[config.mk]
export PLATFORM = sky130hd
export DESIGN_NAME = kmc_ram
export DESIGN_NICKNAME = d
export VERILOG_FILES = /design/src/rtl/core/kmc_ram.sv
export SDC_FILE = /design/constraint.sdc
export NUM_CORES = 2
export LEC_CHECK = 0
export ABC_CLOCK_PERIOD_IN_PS = 5900
export CAP_MARGIN = 20
export CORE_MARGIN = 2
export CORE_UTILIZATION = 44
export CTS_BUF_LIST = sky130_fd_sc_hd__clkbuf_8 sky130_fd_sc_hd__clkbuf_16
export DETAILED_ROUTE_END_ITERATION = 10
export DONT_BUFFER_PORTS = 1
export PLACE_DENSITY = 0.7
export SETUP_SLACK_MARGIN = 0.2
export SLEW_MARGIN = 15
export SYNTH_ARGS = -nofsm -noshare
export SYNTH_HDL_FRONTEND = slang
export SYNTH_SLANG_ARGS = --single-unit
[constraint.sdc]
create_clock -name clk -period 5.9 [get_ports clk]
set_clock_uncertainty 0.2 [all_clocks]
set_input_delay 1.18 -clock clk [delete_from_list [all_inputs] [get_ports clk]]
set_output_delay 1.18 -clock clk [all_outputs]
set_load 0.005 [all_outputs]
[src/rtl/core/kmc_ram.sv]
`timescale 1ns / 1ps
// ----------------------------------------------------------------------------
// kmc_ram
// Generic single-port RAM with registered read.
// ----------------------------------------------------------------------------
module kmc_ram #(
	parameter int WIDTH = 16,
	parameter int DEPTH = 256
) (
	input  logic                     clk,
	input  logic                     en,
	input  logic                     we,
	input  logic [$clog2(DEPTH)-1:0] addr,
	input  logic [WIDTH-1:0]         wdata,
	output logic [WIDTH-1:0]         rdata
);
	logic [WIDTH-1:0] mem_q [DEPTH];
	logic [WIDTH-1:0] rdata_q;

	always_ff @(posedge clk) begin
		if (en) begin
			if (we) begin
				mem_q[addr] <= wdata;
			end
			rdata_q <= mem_q[addr];
		end
	end

	assign rdata = rdata_q;
endmodule

======== Yosys cells after proc, flatten, opt, wreduce, memory -nomap -nowiden ========
Memories as Yosys holds them, arrays and structs flattened. A register that Yosys moved wholly into a read port is not among the register bits.
Cells that the tools add are included.
cells by class
  multiplexer cells ....................... 3
operators by type and width
  kind              count
  2-to-1 mux 1 bit  3
storage, ports and cells
  register bits after elaboration ......... 0
  memory bits (writable) .................. 4096
  input bits .............................. 27
  output and inout port bits .............. 16
  logic and storage cells ................. 4
  memories ................................ 1
memories
  name   words  bits a word  read ports  clocked after Yosys merged registers in  wr ports  line  RTL
  mem_q  256    16           1           1                                        1         17    logic [WIDTH-1:0] mem_q [DEPTH];

======== Logic depth before layout (Yosys ltp) ========
  word-level depth ........................ 3
  mapped depth ............................ 8
  mapped depth without buffers ............ 5

======== Worst setup path before layout ========
OpenSTA, ideal clock, no wires.
  kind .................................... input to register
  start ................................... input addr[0]
  end ..................................... memory mem_q[169][0], enable pin
  setup time .............................. 0.388 ns
  arrival time ............................ 3.342 ns
  data required time ...................... 5.312 ns
  setup slack ............................. 1.970 ns
  stages .................................. 7
  buffers on the path ..................... 4
  cell sequence ........................... buf_2 > clkbuf_1 > buf_2 > nor3b_1 > nand2_1 > clkbuf_1 > nor2_1
RTL lines
  what             line  RTL
  start, declared  13    input logic [$clog2(DEPTH)-1:0] addr,
  end, declared    17
Straight into the memory's write port.

==> results.py <==
metrics = {
    "status": {
        "status": "finished with violations",
        "violations": "max-slew violations",
    },
    "sta": {
        "setup_viol": 0,
        "hold_viol": 0,
        "rsz0062_at_grt": "no",
        "fin_crit_ps": 4560,
        "slew_headroom": -0.110,
        "min_period_over_period": 0.774,
        "setup_slack_ps": 1340,
        "tightest_slew_ps": 1670,
        "drv_slew": 88,
        "max_freq_mhz": 219,
        "fin_hold_ws_ps": 210,
    },
    "floorplan": {
        "rows": 218,
        "start_util": 0.441,
        "die_area_um2": 358000,
        "dieHeight_um": 598,
        "core_um2": 352000,
        "pin_count": 43,
        "die_w_um": 598,
    },
    "setup_path": {
        "rrSetupSlack_ps": 2530,
        "r2r_start": "mem_q[191][3]",
        "crit_type": "in2reg",
        "start_kind": "input port",
        "crit_path_end_kind": "register",
        "ff2ff_path_depth": 6,
        "crit_arrival_ps": 4990,
        "timing.rr.end": "rdata[3]",
        "crit_fanout": 52,
        "cp.required_ps": 6320,
    },
    "logic_synthesis": {
        "synth_nets": 6731,
        "synth.distinct_cells": 20,
        "syn_inst": 6704,
        "synth-edff-count": 4112,
        "synth.yosys.seq_area_share": 0.795,
        "synth_warnings": 0,
        "netlist_area_um2": 155000,
        "synth_flop_cell": "edfxtp_1",
        "syn_avg_cell_area_um2": 23.2,
        "ys_ff_latch": 4112,
        "ys_async_sr_fraction": 0,
    },
    "grt": {
        "antenna_found_initial": 17,
        "grt_pass1_vias": 74400,
        "gr-total-overflow": 0,
        "grt_max_degree": 257,
        "grt_usage": 0.217,
        "grt_pass1_wl_mm": 559,
    },
    "layout": {
        "nets": 7213,
        "nFillCells": 26900,
        "areaGrowthSynthToFinish_pct": 13.6,
        "drive_gt1_frac": 0.282,
    },
    "clock_tree": {
        "post-cts-setup-buffers": 0,
        "ctsResizeCount": 0,
        "numClockSinks": 4112,
        "h-tree-depth": 5,
        "clock_latency_ps": 910,
        "path_clk_slew_ps": 60,
        "numCtsBuffers": 398,
        "cts_tree": "built",
        "root_buffer": "clkbuf_16",
        "cts_buffer_depth": 4,
        "hold_buffers": 0,
    },
    "placement": {
        "gp_congestion": 0.838,
        "place_ws_ps": 431,
        "portBuffers": 0,
        "dp_hpwl_mm": 216,
    },
    "detailed_routing": {
        "dr.first_iter.drc_count": 10900,
        "vias": 75000,
        "ant_nets": 0,
        "wl_per_cell_um": 32.3,
        "drc": 0,
        "drt_wl_total_mm": 391,
        "dr.pass1.iters": 6,
        "avgViaCountPerCell": 6.18,
    },
    "worst_hold_path": {
        "hold_start": "wdata[2]",
        "min_path_cells": 0,
        "min_to": "mem_q[83][2]",
        "min_path_type": "in2reg",
    },
    "power_and_ir_drop": {
        "max-vdd-ir-drop_uv": 249,
        "powerDensity_nw_per_um2": 332,
        "p_leak_uw": 0.0543,
    },
    "run": {
        "maxCapViolCount": 0,
    },
}
[cell families (layout without fill, tap and decap cells)]
family / after synthesis / count (layout) / share of synthesized area
other: 0 / 12 / 0
multiplexers: 1024 / 1024 / 0.149
AO/OA/AOI/OAI: 832 / 832 / 0.0366
flip-flops: 4112 / 4112 / 0.795
buffers and inverters: 412 / 1207 / 0.0110
AND/OR/NAND/NOR: 324 / 324 / 0.00839
[per-layer routing]
metal  vias up  global-route usage  wire (um)
li1      29900                   -          -
met5         -                   0        125
met1     39900               0.298     146000
met2      4472               0.337     184000
met3       660              0.0505      43600
met4        20              0.0877      17900
[layout make-up]
class	count	area (um2)	area share
diodes	12	30.0	0.000170
clock buffers	404	10100	0.0573
clock inverters	309	2260	0.0128
multi-input cells	2180	30300	0.172
flip-flops and latches	4112	123000	0.700
well taps	4620	5780	0.0328
repair buffers	494	4410	0.0250
[how the worst max path moves through the flow]
stage | from | end | slack [ps]
floorplan | addr[0] | mem_q[169][0] | 1970
global route | addr[0] | rdata[0] | 1300
detailed placement | addr[0] | rdata[0] | 430
CTS | addr[0] | rdata[0] | 1410
global placement | addr[0] | rdata[9] | -340
finish | addr[0] | rdata[0] | 1340
[cells in the mapped netlist, types with 11 or more instances]
cell      number  area [um2]
buf_2        100         500
nor2_1       259         972
nand2_1       30         113
o41ai_1       64         561
edfxtp_1    4112      123000
clkbuf_1     269        1010
a22oi_1      512        3840
mux4_2      1024       23100
buf_4         11        82.6
a21oi_1      256        1280
buf_1         32         120
nand4_1       16         100
[placed cells by master, fill, tap and decap left out, types with 53 or more instances in the layout]
master	n
buf_4	438
edfxtp_1	4112
nor2_1	256
mux4_2	1024
clkinv_1	81
a22oi_1	512
clkinv_2	77
clkbuf_16	404
a21oi_1	256
buf_12	53
inv_1	88
[state kept, by name (all words and copies together) (netlist names)]
name   cells
rdata     16
mem_q   4096
[critical path, cell delays in order]
cell     delay, ps
buf_16         400
buf_12         300
buf_4          320
mux4_2         550
a22oi_1        370
a21oi_1        200
o41ai_1       1000
buf_4          310
nand4_1        110
[stage by stage]
step,setup TNS (ps),instances,util,power [uW],instance area (um2)
floorplan,0,6704,-,34200,155000
global placement,-344,11400,0.466,35000,164000
detailed placement,0,11400,0.466,35000,164000
CTS,0,12100,0.501,58800,176000
global route,0,12100,0.501,60000,176000
finish,0,12100,0.501,58600,176000
[where the power goes]
group | switching [uW] | total (uW) | internal, uW | leakage [uW]
Combinational | 1230 | 2130 | 898 | 0.0110
Sequential | 56.1 | 32300 | 32200 | 0.0370
Clock | 10700 | 24200 | 13500 | 0.00639
Total | 12000 | 58600 | 46600 | 0.0543
Note: power is estimated with default switching activity, not from simulation.
