===== src/rtl/core/kmc_pkg.sv =====
`timescale 1ns / 1ps
// ----------------------------------------------------------------------------
// kmc_pkg
// Shared constants, codes and types of the k-means clustering block.
// ----------------------------------------------------------------------------
package kmc_pkg;

	localparam int MAX_POINTS   = 256;
	localparam int MAX_DIMS     = 8;
	localparam int MAX_CLUSTERS = 8;
	localparam int COORD_BITS   = 16;

	localparam int PIDX_W = $clog2(MAX_POINTS);
	localparam int DIDX_W = $clog2(MAX_DIMS);
	localparam int CIDX_W = $clog2(MAX_CLUSTERS);
	localparam int NPTS_W = PIDX_W + 1;
	localparam int NDIM_W = DIDX_W + 1;
	localparam int NCL_W  = CIDX_W + 1;
	localparam int PT_AW  = PIDX_W + DIDX_W;
	localparam int SQ_W   = 2 * COORD_BITS;
	localparam int ACC_W  = SQ_W + DIDX_W;
	localparam int SUM_W  = COORD_BITS + PIDX_W;
	localparam int CNT_W  = NPTS_W;
	localparam int RND_W  = 8;

	typedef enum logic [1:0] {
		OP_LOAD   = 2'd0,
		OP_RUN    = 2'd1,
		OP_RD_ASG = 2'd2,
		OP_RD_CTR = 2'd3
	} op_t;

	typedef enum logic [2:0] {
		CFG_NUM_POINTS   = 3'd0,
		CFG_NUM_DIMS     = 3'd1,
		CFG_NUM_CLUSTERS = 3'd2,
		CFG_ROUNDS       = 3'd3
	} cfg_idx_t;

	typedef enum logic [3:0] {
		S_IDLE,
		S_SEED,
		S_SEED_WAIT,
		S_RND_START,
		S_ASG_RD,
		S_ASG_WAIT,
		S_WAVE,
		S_ACCUM,
		S_DIV_SEL,
		S_DIV_RUN
	} state_t;

	// Best-so-far distance handed from cell to cell.
	typedef struct packed {
		logic [ACC_W-1:0]  best_dist;
		logic [CIDX_W-1:0] pos;
	} kmc_carry_t;

	// Control broadcast from the sequencer to every cell.
	typedef struct packed {
		logic                  clear;
		logic                  cw_en;
		logic [CIDX_W-1:0]     cw_idx;
		logic [DIDX_W-1:0]     cw_dim;
		logic [COORD_BITS-1:0] cw_val;
		logic                  x_vld;
		logic                  x_first;
		logic [DIDX_W-1:0]     x_dim;
		logic [COORD_BITS-1:0] x_val;
		logic                  wave_en;
		logic [CIDX_W-1:0]     wave_step;
		logic [NCL_W-1:0]      k_lim;
		logic                  acc_en;
		logic [CIDX_W-1:0]     acc_idx;
		logic                  shift_en;
		logic [CIDX_W-1:0]     shift_idx;
		logic [DIDX_W-1:0]     rd_dim;
	} kmc_ctl_t;

endpackage


===== src/rtl/core/kmc_div.sv =====
`timescale 1ns / 1ps
// ----------------------------------------------------------------------------
// kmc_div
// Signed-by-unsigned restoring divider, one quotient bit per cycle.
// ----------------------------------------------------------------------------
module kmc_div (
	input  logic                       clk,
	input  logic                       arst_n,
	input  logic                       start,
	input  logic [kmc_pkg::SUM_W-1:0]  dividend,
	input  logic [kmc_pkg::CNT_W-1:0]  divisor,
	output logic                       done,
	output logic [kmc_pkg::SUM_W-1:0]  quot
);
	import kmc_pkg::*;

	localparam int STEP_W = $clog2(SUM_W + 1);

	logic              busy_q;
	logic              done_q;
	logic [STEP_W-1:0] cnt_q;
	logic              neg_q;
	logic [SUM_W-1:0]  q_q;
	logic [CNT_W-1:0]  rem_q;
	logic [CNT_W-1:0]  dvs_q;
	logic [CNT_W:0]    trial;
	logic              qbit;
	logic [CNT_W:0]    diff;

	assign trial = {rem_q, q_q[SUM_W-1]};
	assign qbit  = trial >= {1'b0, dvs_q};
	assign diff  = trial - {1'b0, dvs_q};

	always_ff @(posedge clk or negedge arst_n) begin
		if (!arst_n) begin
			busy_q <= 1'b0;
			done_q <= 1'b0;
			cnt_q  <= '0;
		end else begin
			done_q <= 1'b0;
			if (start) begin
				busy_q <= 1'b1;
				cnt_q  <= STEP_W'(SUM_W);
			end else if (busy_q) begin
				cnt_q <= cnt_q - 1'b1;
				if (cnt_q == STEP_W'(1)) begin
					busy_q <= 1'b0;
					done_q <= 1'b1;
				end
			end
		end
	end

	always_ff @(posedge clk) begin
		if (start) begin
			neg_q <= dividend[SUM_W-1];
			q_q   <= dividend[SUM_W-1] ? SUM_W'(-dividend) : dividend;
			rem_q <= '0;
			dvs_q <= divisor;
		end else if (busy_q) begin
			rem_q <= qbit ? diff[CNT_W-1:0] : trial[CNT_W-1:0];
			q_q   <= {q_q[SUM_W-2:0], qbit};
		end
	end

	assign done = done_q;
	assign quot = neg_q ? SUM_W'(-q_q) : q_q;
endmodule


===== config.mk =====
export PLATFORM = sky130hd
export DESIGN_NAME = kmc_div
export DESIGN_NICKNAME = d
export VERILOG_FILES = /design/src/rtl/core/kmc_pkg.sv /design/src/rtl/core/kmc_div.sv
export SDC_FILE = /design/constraint.sdc
export NUM_CORES = 1
export LEC_CHECK = 0
export BUFFER_PORTS_ARGS = -buffer_cell sky130_fd_sc_hd__buf_4
export CAP_MARGIN = 5
export CORE_MARGIN = 10
export CORE_UTILIZATION = 60
export CTS_CLUSTER_DIAMETER = 100
export DETAILED_ROUTE_END_ITERATION = 8
export PLACE_DENSITY = 0.85
export SYNTH_ARGS = -nofsm -noshare
export SYNTH_HDL_FRONTEND = slang
export SYNTH_SLANG_ARGS = --single-unit

===== constraint.sdc =====
create_clock -name clk -period 5.59 [get_ports clk]
set_clock_uncertainty 0.05 [all_clocks]
set_input_delay 0.559 -clock clk [delete_from_list [all_inputs] [get_ports clk]]
set_output_delay 0.559 -clock clk [all_outputs]
set_load 0.005 [all_outputs]

* Word-level counts from Yosys, hierarchy flattened *
Cells that the tools add are included.

operators by class
  reduce and logical (&&, ||, !) cells = 1
  magnitude comparators = 1
  add/subtract/negate cells = 4
  mux-type cells = 13
  equal/unequal tests = 1

operators by type and width
  cell                                                                    number
  24-bit 2-to-1 mux                                                       4
  24-bit negator                                                          2
  10-bit by 9-bit >= comparator with 1-bit output                         1
  5-bit 2-to-1 mux                                                        2
  9-bit 2-to-1 mux                                                        1
  9-bit subtractor                                                        1
  1-bit 2-to-1 mux                                                        6
  5-bit by 1-bit equality test with 1-bit output (second input constant)  1
  5-bit by 1-bit subtractor with 5-bit output (second input constant)     1
  2-bit nonzero test                                                      1

storage, ports and cells
  output and inout port bits = 25
  logic and storage cells = 27
  register bits after elaboration = 50

* Longest topological paths before layout *
  depth after elaboration = 4
  gate-level depth with buffers = 10

* Worst setup path before layout *
No wires, ideal clock.

  path type = reg2out
  start point = register q_q[4]
  end point = output quot[20] in the netlist's numbering
  data arrival time = 2,136 ps
  path buffers = 0
  path slack = 2,845 ps
  cell stages (with the launch flop) = 6
  data required time = 4,981 ps
  cell sequence = edfxtp_1 or3_4 or3b_4 or4b_4 o31ai_4 xnor2_1

between the ends
  cells in the longest elaborated chain, start to end = 2

RTL lines
  what                      line           source
  start: declaration        kmc_div.sv:23  logic [SUM_W-1:0] q_q;
  start signal: assignment  kmc_div.sv:57  q_q <= dividend[SUM_W-1] ? SUM_W'(-dividend) : dividend;
  start signal: assignment  kmc_div.sv:62  q_q <= {q_q[SUM_W-2:0], qbit};
  24-bit negator            kmc_div.sv:67  assign quot = neg_q ? SUM_W'(-q_q) : q_q;
  24-bit 2-to-1 mux         kmc_div.sv:67
  end: declaration          kmc_div.sv:13  output logic [kmc_pkg::SUM_W-1:0] quot

Every way passes these cells.

* Worst setup path in the final report *
  start point = register q_q[8]
  end point = output quot[21] in the netlist's numbering

The elaborated chain is that of the path after synthesis.

==> flow_metrics.tcl <==
set metrics [dict create \
    via_per_inst 5.92 \
    place_congestion 0.869 \
    layoutNonFillerInstCount 480 \
    track_usage 0.168 \
    clock_sinks 50 \
    cp_top_family "simple AND/OR/NAND/NOR gates" \
    slew_headroom 0.289 \
    dpl.hpwl_um 5790 \
    p_per_area_nw_per_um2 331 \
    grt_pass1_vias 2739 \
    ctsRootBufferMaster "clkbuf_8" \
    cp.arrival_ps 2830 \
    grt_max_degree 76 \
    dp.cells 471 \
    clk_pin_slew_ps 100 \
    finalMaxSlewViolations 0 \
    critPathKind "flop to output port" \
    final_layout_size_suffix_gt1_frac 0.208 \
    wire_per_inst_um 16.3 \
    endpoint_kind "output port" \
    swShare 0.340 \
    grt_pass1_wl_um 12500 \
    worst_path_max_delay_cell "or4_2" \
    fin_total_pwr_uw 1340 \
    io_pins 61 \
    cts_hold_buf 1 \
    internal_power_uw 881 \
    syn_to_final_growth_pct 17.4 \
    syn_nets 407 \
    synth-edff-count 34 \
    yosysSeqAreaShare 0.401 \
    drv_cap 0 \
    critical_path.max_stage_delay_ps 720 \
    fin_crit_sh 0.615 \
    vdd_drop_max_mv 0.263 \
    io_buffer_count 60 \
    p_clk_frac 0.199 \
    critical_path_buf_inv_count 1 \
    synthFlopType "edfxtp_1" \
    fp.dieW_um 95.6 \
    grt_antenna_before_repair 0 \
    ctsLongestPathBuffers 2 \
    finalCriticalPeriod_ps 3440 \
    p_sw_uw 454 \
    final_core_util 0.727 \
    syn_inst 357 \
    synth.lib_cells_used.distinct 55 \
    drt-initial-drc-count 143 \
    tightest_slew_ps 1060 \
    synth_seq_cells 50 \
    max_freq_mhz 291 \
    antenna_cells 0 \
    final_antenna_net_count 0 \
    p_seq_frac 0.401 \
    hold_slack_ps 375 \
    cts_tree "built" \
    syn_area_um2 3430 \
    die_h_um 95.6 \
    p_leak_uw 0.00161 \
    status "finished clean" \
    postCtsSetupRepairBufs 0 \
    critPathMaxFanout 4 \
    vias 2841 \
    path_cells "or4_2 -> nor4_1 -> nand2_1 -> o41ai_1 -> xnor2_1 -> buf_4" \
    finalSetupTns_ps 0 \
    finalHoldViolCount 0 \
    cts_repair_resize_count 0 \
    rsz0062_at_grt "false" \
    wl_um 7800 \
    clock_latency_ps 310 \
    grt-ovfl-total 0 \
    required_ps 4980 \
    dr.pass1.iters 4 \
    initial_core_util 0.619 \
    yosysWarnings 0 \
    cts_max_level 2 \
    crit_path_start_kind "flop" \
    die_area_um2 9140 \
    drc 0 \
    min_path_type "input port to flop" \
    nets 457 \
    async_flop_share 0.140 \
    cts_buffers 5 \
    core_um2 5540 \
    setup_viol 0 \
    rows 27 \
    pwr-share-comb 0.400 \
    syn_area_per_cell_um2 9.61 \
]
==> power by group through the flow <==
stage	Combinational, µW	Clock, µW	Sequential, µW
2_1_floorplan	383	0	520
3_3_place_gp	513	0	538
3_5_place_dp	529	0	540
4_1_cts	535	271	534
5_1_grt	591	290	545
6_report	534	266	535
==> cell usage after synthesis (all sizes together) (2+ instances only) <==
master	n	share of area
a21oi	27	0.039
nand3b	2	0.0044
nor2	37	0.040
a211o	2	0.0051
nand3	4	0.0058
and3	2	0.0036
mux2	3	0.0098
a21o	4	0.0088
xnor2	31	0.079
nor4b	2	0.0051
nand2b	9	0.016
dfrtp	7	0.051
o31ai	11	0.030
nor3	4	0.0058
ha	13	0.047
clkbuf	13	0.014
o2111ai	2	0.0051
xor2	21	0.054
mux2i	6	0.018
o21bai	2	0.0044
edfxtp	34	0.30
or2	3	0.0055
nand2	20	0.022
or4b	2	0.0069
o21ai	16	0.023
buf	5	0.0091
inv	18	0.020
a211oi	7	0.015
or3	7	0.015
o41ai	9	0.023
or4	5	0.011
nor3b	3	0.0066
dfxtp	9	0.053
a311oi	3	0.0077
nor4	4	0.0091
==> metal layers <==
layer	vias to the layer above	global-route usage	part of all wire
met2	78	0.279	0.49
li1	1399	-	-
met3	11	0.0471	0.072
met1	1353	0.208	0.43
met4	0	0.0479	0.012
met5	-	0	0
==> cell type report <==
class / count / area [µm²]
clock buffer: 7 / 119
clock inverter: 1 / 8.76
fill: 428 / 1510
inverter: 18 / 67.6
multi-input combinational: 271 / 1910
sequential: 50 / 1380
tap: 72 / 90.1
timing repair buffer: 61 / 460
==> sequential cells by signal (all words and copies together), names as in the netlist <==
| register | count |
|---|---|
| q_q | 24 |
| dvs_q | 9 |
| rem_q | 9 |
| cnt_q | 5 |
| busy_q | 1 |
| done | 1 |
| neg_q | 1 |
==> stage by stage <==
step           instance area [µm²]  setup WS [ps]
4_1_cts                       4030           2110
5_1_grt                       4030           1840
6_report                      4030           2150
3_5_place_dp                  3890           2370
2_1_floorplan                 3430           2850
3_3_place_gp                  3890           2560
==> cells in the final DEF, fill, tap and decap left out, types with 2 or more instances in the layout <==
| cell type | synthesis | routed |
|---|---|---|
| xor2_1 | 21 | 21 |
| clkbuf_16 | 0 | 2 |
| a21o_1 | 4 | 4 |
| clkbuf_8 | 0 | 5 |
| nand2b_1 | 9 | 9 |
| mux2i_1 | 6 | 6 |
| nand2_1 | 20 | 20 |
| edfxtp_1 | 34 | 34 |
| nand3b_1 | 2 | 2 |
| a211o_1 | 2 | 2 |
| o31ai_1 | 9 | 9 |
| o21ai_0 | 16 | 16 |
| o21bai_1 | 2 | 2 |
| dfrtp_1 | 7 | 7 |
| buf_4 | 1 | 60 |
| nor4_1 | 3 | 3 |
| a311oi_1 | 3 | 3 |
| nor3_1 | 4 | 4 |
| or3_1 | 3 | 3 |
| a21oi_1 | 27 | 27 |
| nand3_1 | 4 | 4 |
| nor2_1 | 37 | 37 |
| o2111ai_1 | 2 | 2 |
| ha_1 | 13 | 13 |
| or4_1 | 4 | 4 |
| xnor2_1 | 31 | 31 |
| and3_1 | 2 | 2 |
| nor3b_1 | 3 | 3 |
| inv_1 | 18 | 18 |
| mux2_2 | 3 | 3 |
| a211oi_1 | 7 | 7 |
| or3_2 | 3 | 3 |
| dfxtp_1 | 9 | 9 |
| or2_2 | 3 | 3 |
| nor4b_1 | 2 | 2 |
| o41ai_1 | 9 | 9 |
==> kinds of logic (layout without fill, tap and decap cells) <==
group                    after synthesis  count (layout)  synth area share
flip-flops                            50              50             0.401
AND/OR/NAND/NOR                      108             108             0.169
buffers and inverters                 36              87            0.0430
adder cells (fa/ha/maj)               14              14            0.0532
XOR/XNOR                              52              52             0.133
multiplexers                           9               9            0.0274
AO/OA/AOI/OAI                         88              88             0.173
==> path summary, 6_finish.rpt <==
| kind | end | slack [ps] | cells past startpoint | startpoint |
|---|---|---|---|---|
| worst max-delay path | quot[21] | 2150 | 6 | q_q[8] |
| worst min-delay path | dvs_q[6] | 370 | 1 | divisor[6] |
| worst min register to register | rem_q[7] | 470 | 2 | rem_q[7] |
| min in group asynchronous | busy_q | 540 | 2 | arst_n |
| worst max register to register | rem_q[0] | 2390 | 9 | q_q[23] |
| max in group asynchronous | cnt_q[3] | 4830 | 2 | arst_n |
Note: power is estimated with default switching activity, not from simulation.
