--- src/rtl/core/kmc_pkg.sv ---
`timescale 1ns / 1ps
// ----------------------------------------------------------------------------
// kmc_pkg
// Shared constants, codes and types of the k-means clustering block.
// ----------------------------------------------------------------------------
package kmc_pkg;

	localparam int MAX_POINTS   = 256;
	localparam int MAX_DIMS     = 8;
	localparam int MAX_CLUSTERS = 8;
	localparam int COORD_BITS   = 16;

	localparam int PIDX_W = $clog2(MAX_POINTS);
	localparam int DIDX_W = $clog2(MAX_DIMS);
	localparam int CIDX_W = $clog2(MAX_CLUSTERS);
	localparam int NPTS_W = PIDX_W + 1;
	localparam int NDIM_W = DIDX_W + 1;
	localparam int NCL_W  = CIDX_W + 1;
	localparam int PT_AW  = PIDX_W + DIDX_W;
	localparam int SQ_W   = 2 * COORD_BITS;
	localparam int ACC_W  = SQ_W + DIDX_W;
	localparam int SUM_W  = COORD_BITS + PIDX_W;
	localparam int CNT_W  = NPTS_W;
	localparam int RND_W  = 8;

	typedef enum logic [1:0] {
		OP_LOAD   = 2'd0,
		OP_RUN    = 2'd1,
		OP_RD_ASG = 2'd2,
		OP_RD_CTR = 2'd3
	} op_t;

	typedef enum logic [2:0] {
		CFG_NUM_POINTS   = 3'd0,
		CFG_NUM_DIMS     = 3'd1,
		CFG_NUM_CLUSTERS = 3'd2,
		CFG_ROUNDS       = 3'd3
	} cfg_idx_t;

	typedef enum logic [3:0] {
		S_IDLE,
		S_SEED,
		S_SEED_WAIT,
		S_RND_START,
		S_ASG_RD,
		S_ASG_WAIT,
		S_WAVE,
		S_ACCUM,
		S_DIV_SEL,
		S_DIV_RUN
	} state_t;

	// Best-so-far distance handed from cell to cell.
	typedef struct packed {
		logic [ACC_W-1:0]  best_dist;
		logic [CIDX_W-1:0] pos;
	} kmc_carry_t;

	// Control broadcast from the sequencer to every cell.
	typedef struct packed {
		logic                  clear;
		logic                  cw_en;
		logic [CIDX_W-1:0]     cw_idx;
		logic [DIDX_W-1:0]     cw_dim;
		logic [COORD_BITS-1:0] cw_val;
		logic                  x_vld;
		logic                  x_first;
		logic [DIDX_W-1:0]     x_dim;
		logic [COORD_BITS-1:0] x_val;
		logic                  wave_en;
		logic [CIDX_W-1:0]     wave_step;
		logic [NCL_W-1:0]      k_lim;
		logic                  acc_en;
		logic [CIDX_W-1:0]     acc_idx;
		logic                  shift_en;
		logic [CIDX_W-1:0]     shift_idx;
		logic [DIDX_W-1:0]     rd_dim;
	} kmc_ctl_t;

endpackage

--- src/rtl/core/kmc_cell.sv ---
`timescale 1ns / 1ps
// ----------------------------------------------------------------------------
// kmc_cell
// One cluster cell: center, distance accumulator, sums and member count.
// ----------------------------------------------------------------------------
module kmc_cell (
	input  logic                                               clk,
	input  logic                                               arst_n,
	input  logic [kmc_pkg::CIDX_W-1:0]                         cell_idx,
	input  kmc_pkg::kmc_ctl_t                                  ctl,
	input  logic [kmc_pkg::MAX_DIMS-1:0][kmc_pkg::COORD_BITS-1:0] pbuf,
	input  kmc_pkg::kmc_carry_t                                carry_in,
	output kmc_pkg::kmc_carry_t                                carry_out,
	output logic [kmc_pkg::CNT_W-1:0]                          count,
	output logic [kmc_pkg::SUM_W-1:0]                          sum_head,
	output logic [kmc_pkg::COORD_BITS-1:0]                     center_rd
);
	import kmc_pkg::*;

	logic [COORD_BITS-1:0] center_q [MAX_DIMS];
	logic [COORD_BITS-1:0] cref;
	logic signed [COORD_BITS:0] diff;
	logic [COORD_BITS-1:0] mag;
	logic [SQ_W-1:0]       sq_s1;
	logic                  vld_s1;
	logic                  first_s1;
	logic [ACC_W-1:0]      acc_q;
	kmc_carry_t            carry_q;
	logic [SUM_W-1:0]      sum_q [MAX_DIMS];
	logic [CNT_W-1:0]      count_q;
	logic                  take_own;

	always_ff @(posedge clk or negedge arst_n) begin
		if (!arst_n) begin
			for (int d = 0; d < MAX_DIMS; d++) begin
				center_q[d] <= '0;
			end
		end else if (ctl.cw_en && ctl.cw_idx == cell_idx) begin
			center_q[ctl.cw_dim] <= ctl.cw_val;
		end
	end

	// Squared difference is registered, then accumulated in the following cycle.
	assign cref = center_q[ctl.x_dim];
	assign diff = $signed({ctl.x_val[COORD_BITS-1], ctl.x_val})
		- $signed({cref[COORD_BITS-1], cref});
	assign mag  = diff[COORD_BITS] ? COORD_BITS'(-diff) : diff[COORD_BITS-1:0];

	always_ff @(posedge clk or negedge arst_n) begin
		if (!arst_n) begin
			vld_s1 <= 1'b0;
		end else begin
			vld_s1 <= ctl.x_vld;
		end
	end

	always_ff @(posedge clk) begin
		sq_s1    <= SQ_W'(mag) * SQ_W'(mag);
		first_s1 <= ctl.x_first;
		if (vld_s1) begin
			acc_q <= first_s1 ? ACC_W'(sq_s1) : acc_q + ACC_W'(sq_s1);
		end
	end

	// Strict compare keeps the lower index on a tie.
	assign take_own = (cell_idx == '0)
		|| ({1'b0, cell_idx} < ctl.k_lim && acc_q < carry_in.best_dist);

	always_ff @(posedge clk) begin
		if (ctl.wave_en && ctl.wave_step == cell_idx) begin
			carry_q <= take_own ? {acc_q, cell_idx} : carry_in;
		end
	end

	always_ff @(posedge clk or negedge arst_n) begin
		if (!arst_n) begin
			count_q <= '0;
			for (int d = 0; d < MAX_DIMS; d++) begin
				sum_q[d] <= '0;
			end
		end else if (ctl.clear) begin
			count_q <= '0;
			for (int d = 0; d < MAX_DIMS; d++) begin
				sum_q[d] <= '0;
			end
		end else if (ctl.acc_en && ctl.acc_idx == cell_idx) begin
			count_q <= count_q + 1'b1;
			for (int d = 0; d < MAX_DIMS; d++) begin
				sum_q[d] <= sum_q[d]
					+ {{(SUM_W-COORD_BITS){pbuf[d][COORD_BITS-1]}}, pbuf[d]};
			end
		end else if (ctl.shift_en && ctl.shift_idx == cell_idx) begin
			for (int d = 0; d < MAX_DIMS - 1; d++) begin
				sum_q[d] <= sum_q[d+1];
			end
			sum_q[MAX_DIMS-1] <= '0;
		end
	end

	assign carry_out = carry_q;
	assign count     = count_q;
	assign sum_head  = sum_q[0];
	assign center_rd = center_q[ctl.rd_dim];
endmodule

--- config.mk ---
export PLATFORM = sky130hd
export DESIGN_NAME = kmc_cell
export DESIGN_NICKNAME = d
export VERILOG_FILES = /design/src/rtl/core/kmc_pkg.sv /design/src/rtl/core/kmc_cell.sv
export SDC_FILE = /design/constraint.sdc
export NUM_CORES = 2
export LEC_CHECK = 0
export ABC_AREA = 1
export BUFFER_PORTS_ARGS = -buffer_cell sky130_fd_sc_hd__buf_2
export CORE_MARGIN = 2
export CORE_UTILIZATION = 45
export DETAILED_ROUTE_END_ITERATION = 10
export PLACE_DENSITY = 0.71
export REMOVE_ABC_BUFFERS = 1
export SYNTH_ARGS = -nofsm -noshare
export SYNTH_HDL_FRONTEND = slang
export SYNTH_SLANG_ARGS = --single-unit
--- constraint.sdc ---
create_clock -name clk -period 9.2 [get_ports clk]
set_input_delay 0.92 -clock clk [delete_from_list [all_inputs] [get_ports clk]]
set_output_delay 0.92 -clock clk [all_outputs]
set_load 0.005 [all_outputs]
# After elaboration in Yosys (flattened, before gate mapping)
# Index checks and enable logic that the tools add are counted.
# W data, S select, Z words.
# word_totals
inputBits,235
elab_cells,77
register_bits,436
# classes
muxes,17
n_reduce_logical,10
n_bitwise,3
eq_ne,4
multipliers,1
n_addsub,12
order_cmp,6
# ops
op,count
$mux W192,3
$add A24 B24 Y24,8
$bwmux W128,1
$bmux W16 S3,2
$mux W16,6
$demux W16 S3,1
$mux W38,1
$add A35 B32 Y35,1
$lt A35 B35 Y1,1
$mul A16 B16 Y32,1
$mux W32,1
$mux W9,2
$sub A16 B16 Y17,1
$neg A16 Y16,1
$eq A3 B3 Y1,4
$ge A4 B4 Y1 const B,3
$not A3 Y4,3
$add A9 B1 Y9 const B,1
$logic_and A1 B1 Y1,6
$lt A3 B4 Y1,1
$lt A4 B1 Y1 const B,1
$logic_not A3 Y1,1
$reduce_bool A3 Y1,1
$reduce_bool A2 Y1,1
$logic_or A1 B1 Y1,1

# Logic depth before layout (Yosys ltp)
# logic_depth
ltp_word,8
depth_mapped,48
mapped_depth_nobuf,48

# Least setup slack after synthesis
# No wires, ideal clock.
# synth_path
path_kind,in2reg
startpoint,input port ctl[36] in the netlist's numbering
endpoint,register sq_s1[26]
path_buffers,4
t_required_ns,9.080
stages,43
setup_slack_ns,0.522
arrival_time_ns,8.558
path_cell_list,clkbuf_1 -> clkbuf_1 -> o21ai_0 -> o21ai_0 -> nor2_1 -> a31oi_1 -> ha_1 -> inv_1 -> fa_1 -> nand3_1 -> nand3_2 -> nand3_1 -> nand3_1 -> nand2_1 -> nand3_1 -> nand2_1 -> nand2_2 -> inv_2 -> [7 not listed] -> fa_1 -> fa_1 -> inv_1 -> fa_1 -> inv_1 -> fa_1 -> fa_1 -> inv_1 -> ha_1 -> a21oi_1 -> o21ai_0 -> a21oi_1 -> a21boi_0 -> o21bai_1 -> a21o_1 -> nand3_1 -> nand2_1 -> xor2_1
# synth_via
elab_chain_len,8
# synth_rtl
element,line,rtl
"start, declared",kmc_cell.sv:10,"input kmc_pkg::kmc_ctl_t ctl,"
$not A3 Y4 (implied by the code) *,kmc_cell.sv:44,assign cref = center_q[ctl.x_dim];
$bmux W16 S3 *,kmc_cell.sv:44,
$mux W16 (implied by the code) * (2 in series),kmc_cell.sv:44,
$sub A16 B16 Y17 *,kmc_cell.sv:46,"- $signed({cref[COORD_BITS-1], cref});"
$neg A16 Y16,kmc_cell.sv:47,assign mag = diff[COORD_BITS] ? COORD_BITS'(-diff) : diff[COORD_BITS-1:0];
$mux W16 *,kmc_cell.sv:47,
$mul A16 B16 Y32 *,kmc_cell.sv:58,sq_s1 <= SQ_W'(mag) * SQ_W'(mag);
"end signal, assigned",kmc_cell.sv:58,
"end, declared",kmc_cell.sv:24,logic [SQ_W-1:0] sq_s1;
# Every way passes the cells marked *; elsewhere a longest branch is shown, timed or not. The select of a mux whose other input is x is not followed.
# A chain may end at the register's enable or synchronous reset.

# Worst setup path in the final report
# layout_path
startpoint,input port ctl[35] in the netlist's numbering
endpoint,register sq_s1[26]
# Same word-level chain as after synthesis.

==> impl_metrics.yaml <==
global_route:
  grt_usage_pct: 25.3
  grt_max_degree: 193
  overflow: 0
  grt_antenna_before_repair: 11
  grt_pass1_vias: 36300
  grt_pass1_wl_mm: 188
floorplan:
  die_x_um: 302
  die_area_um2: 91300
  start_util_pct: 45.3
  die_height_um: 302
  rows: 109
  coreArea_um2: 88200
  io_pins: 322
yosys:
  synth-xor-area-share_pct: 3.33
  synthCells: 5447
  netlist.area_leader.share_pct: 20.6
  yosys.area_share.simple_pct: 19.3
  synthMuxAreaShare_pct: 0
  synth_compound_area_share_pct: 19.9
  synthFlopType: "dfrtp_1"
  synth_fa_ha_area_share_pct: 20.1
  synth-seq-cells: 435
  synth-edff-count: 73
  yosysMostFrequentCell: "nand2_1"
  ys_warn_count: 0
  synth.distinct_cells: 64
  synth_area_um2: 40000
  yosys-top-cells-count: "1085 x nand2_1, 763 x inv_1, 741 x o21ai_0"
  async_flop_share_pct: 75.9
  synth_area_per_cell_um2: 7.34
  synth.largest_area_cell: "dfrtp_1"
  yosys-top-cells-area: "dfrtp_1 21%, ha_1 11%, nand2_1 10%, o21ai_0 9.3%, fa_1 8.6%"
  yosysSeqAreaShare_pct: 27.7
  synth_top_family_by_area: "adder cells"
timing:
  worst_clock_skew_ps: 19.8
  max_freq_ghz: 0.118
  tightest_slew_ps: 1160
  setup_tns_ps: 0
  final_hold_viol_count: 0
  setup_violations: 0
  rsz0062_at_grt: "false"
  period_share_pct: 92.2
  worst_hold_slack_ps: 214
  slew_headroom_pct: 22.5
  maxSlewViolCount: 0
  finalCriticalPeriod_ps: 8490
finish:
  regArea_um2: 11100
  drive_gt1_share_pct: 10.1
  final_net_count: 6478
  multi_input_area_um2: 25100
  nFillCells: 8690
  postLayoutCellArea_um2: 44700
  syn_to_final_growth_pct: 11.7
place:
  place_hpwl_mm: 89.3
  placed_area_um2: 42900
  gp_congestion: 0.954
  io_buffers: 321
critical_path:
  critPathLaunchType: "input port"
  critPathCaptureType: "flop"
  slowest_stage: "fa_1"
  critPathBufInv: 8
  cp_common_cell: "fa_1"
  worstPathMaxFanout: 35
  r2r_cells: 43
  path_class: "in2reg"
  crit_required_ps: 9700
  cp.arrival_ps: 8980
  cp_top_family: "adder cells"
  max_stage_delay_ps: 550
  path_depth: 39
route:
  wl_per_cell_um: 16.9
  drtAntennaViolNets: 0
  dr.pass1.iters: 6
  drcViolationCount: 0
  vias_per_cell: 5.39
  drtIter0Drc: 2664
  num_vias: 37300
  routed_wl_mm: 117
clocking:
  cts_tree: "built"
  h-tree-depth: 2
  cts_inserted_buffers: 52
  clockBufferDepth: 3
  numClockSinks: 435
  clk_root_buffer_cell: "clkbuf_16"
  clk-insertion-delay-late_ps: 620
  clk_pin_slew_ps: 60
run:
  drv_cap: 0
run_status:
  status: "complete, no violations"
min_path:
  hold_path_class: "in2async"
[final cells by class]
cell class              count  share of cell area, %
diodes                     11                 0.0616
well taps                1165                   3.26
repair buffers            405                   5.14
flip-flops and latches    435                   24.8
clock inverters            24                  0.479
clock buffers              72                   3.52
multi-input cells        4032                   56.1
inverters                 779                   6.56
[per-stage QoR]
step                      std cells  setup WS (ps)  util, %
after floorplan                5246          -2170        -
after global placement         6816            223     48.6
after detailed placement       6816           30.9     48.6
after CTS                      6912            697     50.6
after global routing           6918           80.3     50.6
final                          6923            714     50.6
[state kept, by name (all words and copies together) (netlist names)]
signal,flops
sq_s1,31
count,9
sum_head,24
vld_s1,1
carry_out,38
center_q,128
sum_q,168
first_s1,1
acc_q,35
[cell families after synthesis]
kind of cell               Yosys count
adders and majority gates          538
xor gates and xnor gates           149
and+or+nand+nor                   1879
DFF                                435
buffers and inverters              980
AOI/OAI and AO/OA                 1466
[placed cells by master, fill, tap and decap left out, types with 17 or more instances in the layout]
| cell | synthesis | layout |
|---|---|---|
| o21ai_0 | 741 | 740 |
| nor3_1 | 45 | 45 |
| clkinv_2 | 0 | 17 |
| dfrtp_1 | 330 | 330 |
| o211ai_1 | 58 | 58 |
| a31oi_1 | 41 | 41 |
| xor2_1 | 88 | 88 |
| o21a_1 | 18 | 18 |
| inv_1 | 763 | 762 |
| fa_1 | 172 | 172 |
| o21bai_1 | 27 | 27 |
| clkbuf_16 | 0 | 56 |
| or2_2 | 29 | 29 |
| nand3_1 | 199 | 199 |
| xnor2_1 | 59 | 59 |
| a21oi_1 | 449 | 449 |
| buf_2 | 32 | 320 |
| o22ai_1 | 26 | 26 |
| a21o_1 | 19 | 19 |
| ha_1 | 366 | 366 |
| dfxtp_1 | 32 | 32 |
| nor2_1 | 427 | 427 |
| buf_4 | 27 | 80 |
| nand4_1 | 36 | 36 |
| edfxtp_1 | 73 | 73 |
| nand2_1 | 1085 | 1082 |
[worst paths after layout]
kind,start,slack (ps),to
setup reg to reg,center_q[96],890,sq_s1[26]
hold reg to reg,center_q[14],480,center_q[14]
hold / removal,arst_n,210,sum_q[121]
min in group clk,ctl[38],410,first_s1
max in group asynchronous,arst_n,6790,center_q[14]
setup / recovery,ctl[35],710,sq_s1[26]
[routing by layer]
layer | track usage, % | vias up | part of all wire (%)
li1 | - | 18600 | -
met4 | 8.77 | 2 | 3.2
met2 | 42.3 | 1121 | 46
met5 | 0 | - | 0.0068
met3 | 3.38 | 212 | 6.5
met1 | 33.8 | 17400 | 44
[worst register-to-register path, delay by kind of cell (launching register included)]
| kind | cells | cell delay [ps] |
|---|---|---|
| AOI/OAI and AO/OA | 10 | 1550 |
| xor gates and xnor gates | 1 | 140 |
| adders and majority gates | 9 | 3960 |
| buffers and inverters | 8 | 710 |
| DFF | 1 | 340 |
| and+or+nand+nor | 15 | 1520 |
[what timing repair did]
item / CTS / global route
hold endpoints to repair: 0 / 0
buffers inserted: 0 / 0
endpoints found under the setup margin: 0 / 1
resized for setup: 0 / 1
hold buffers: 0 / 0
Power is not shown: default switching activity piles up to over one toggle a cycle in this logic, so the estimate is an artifact.
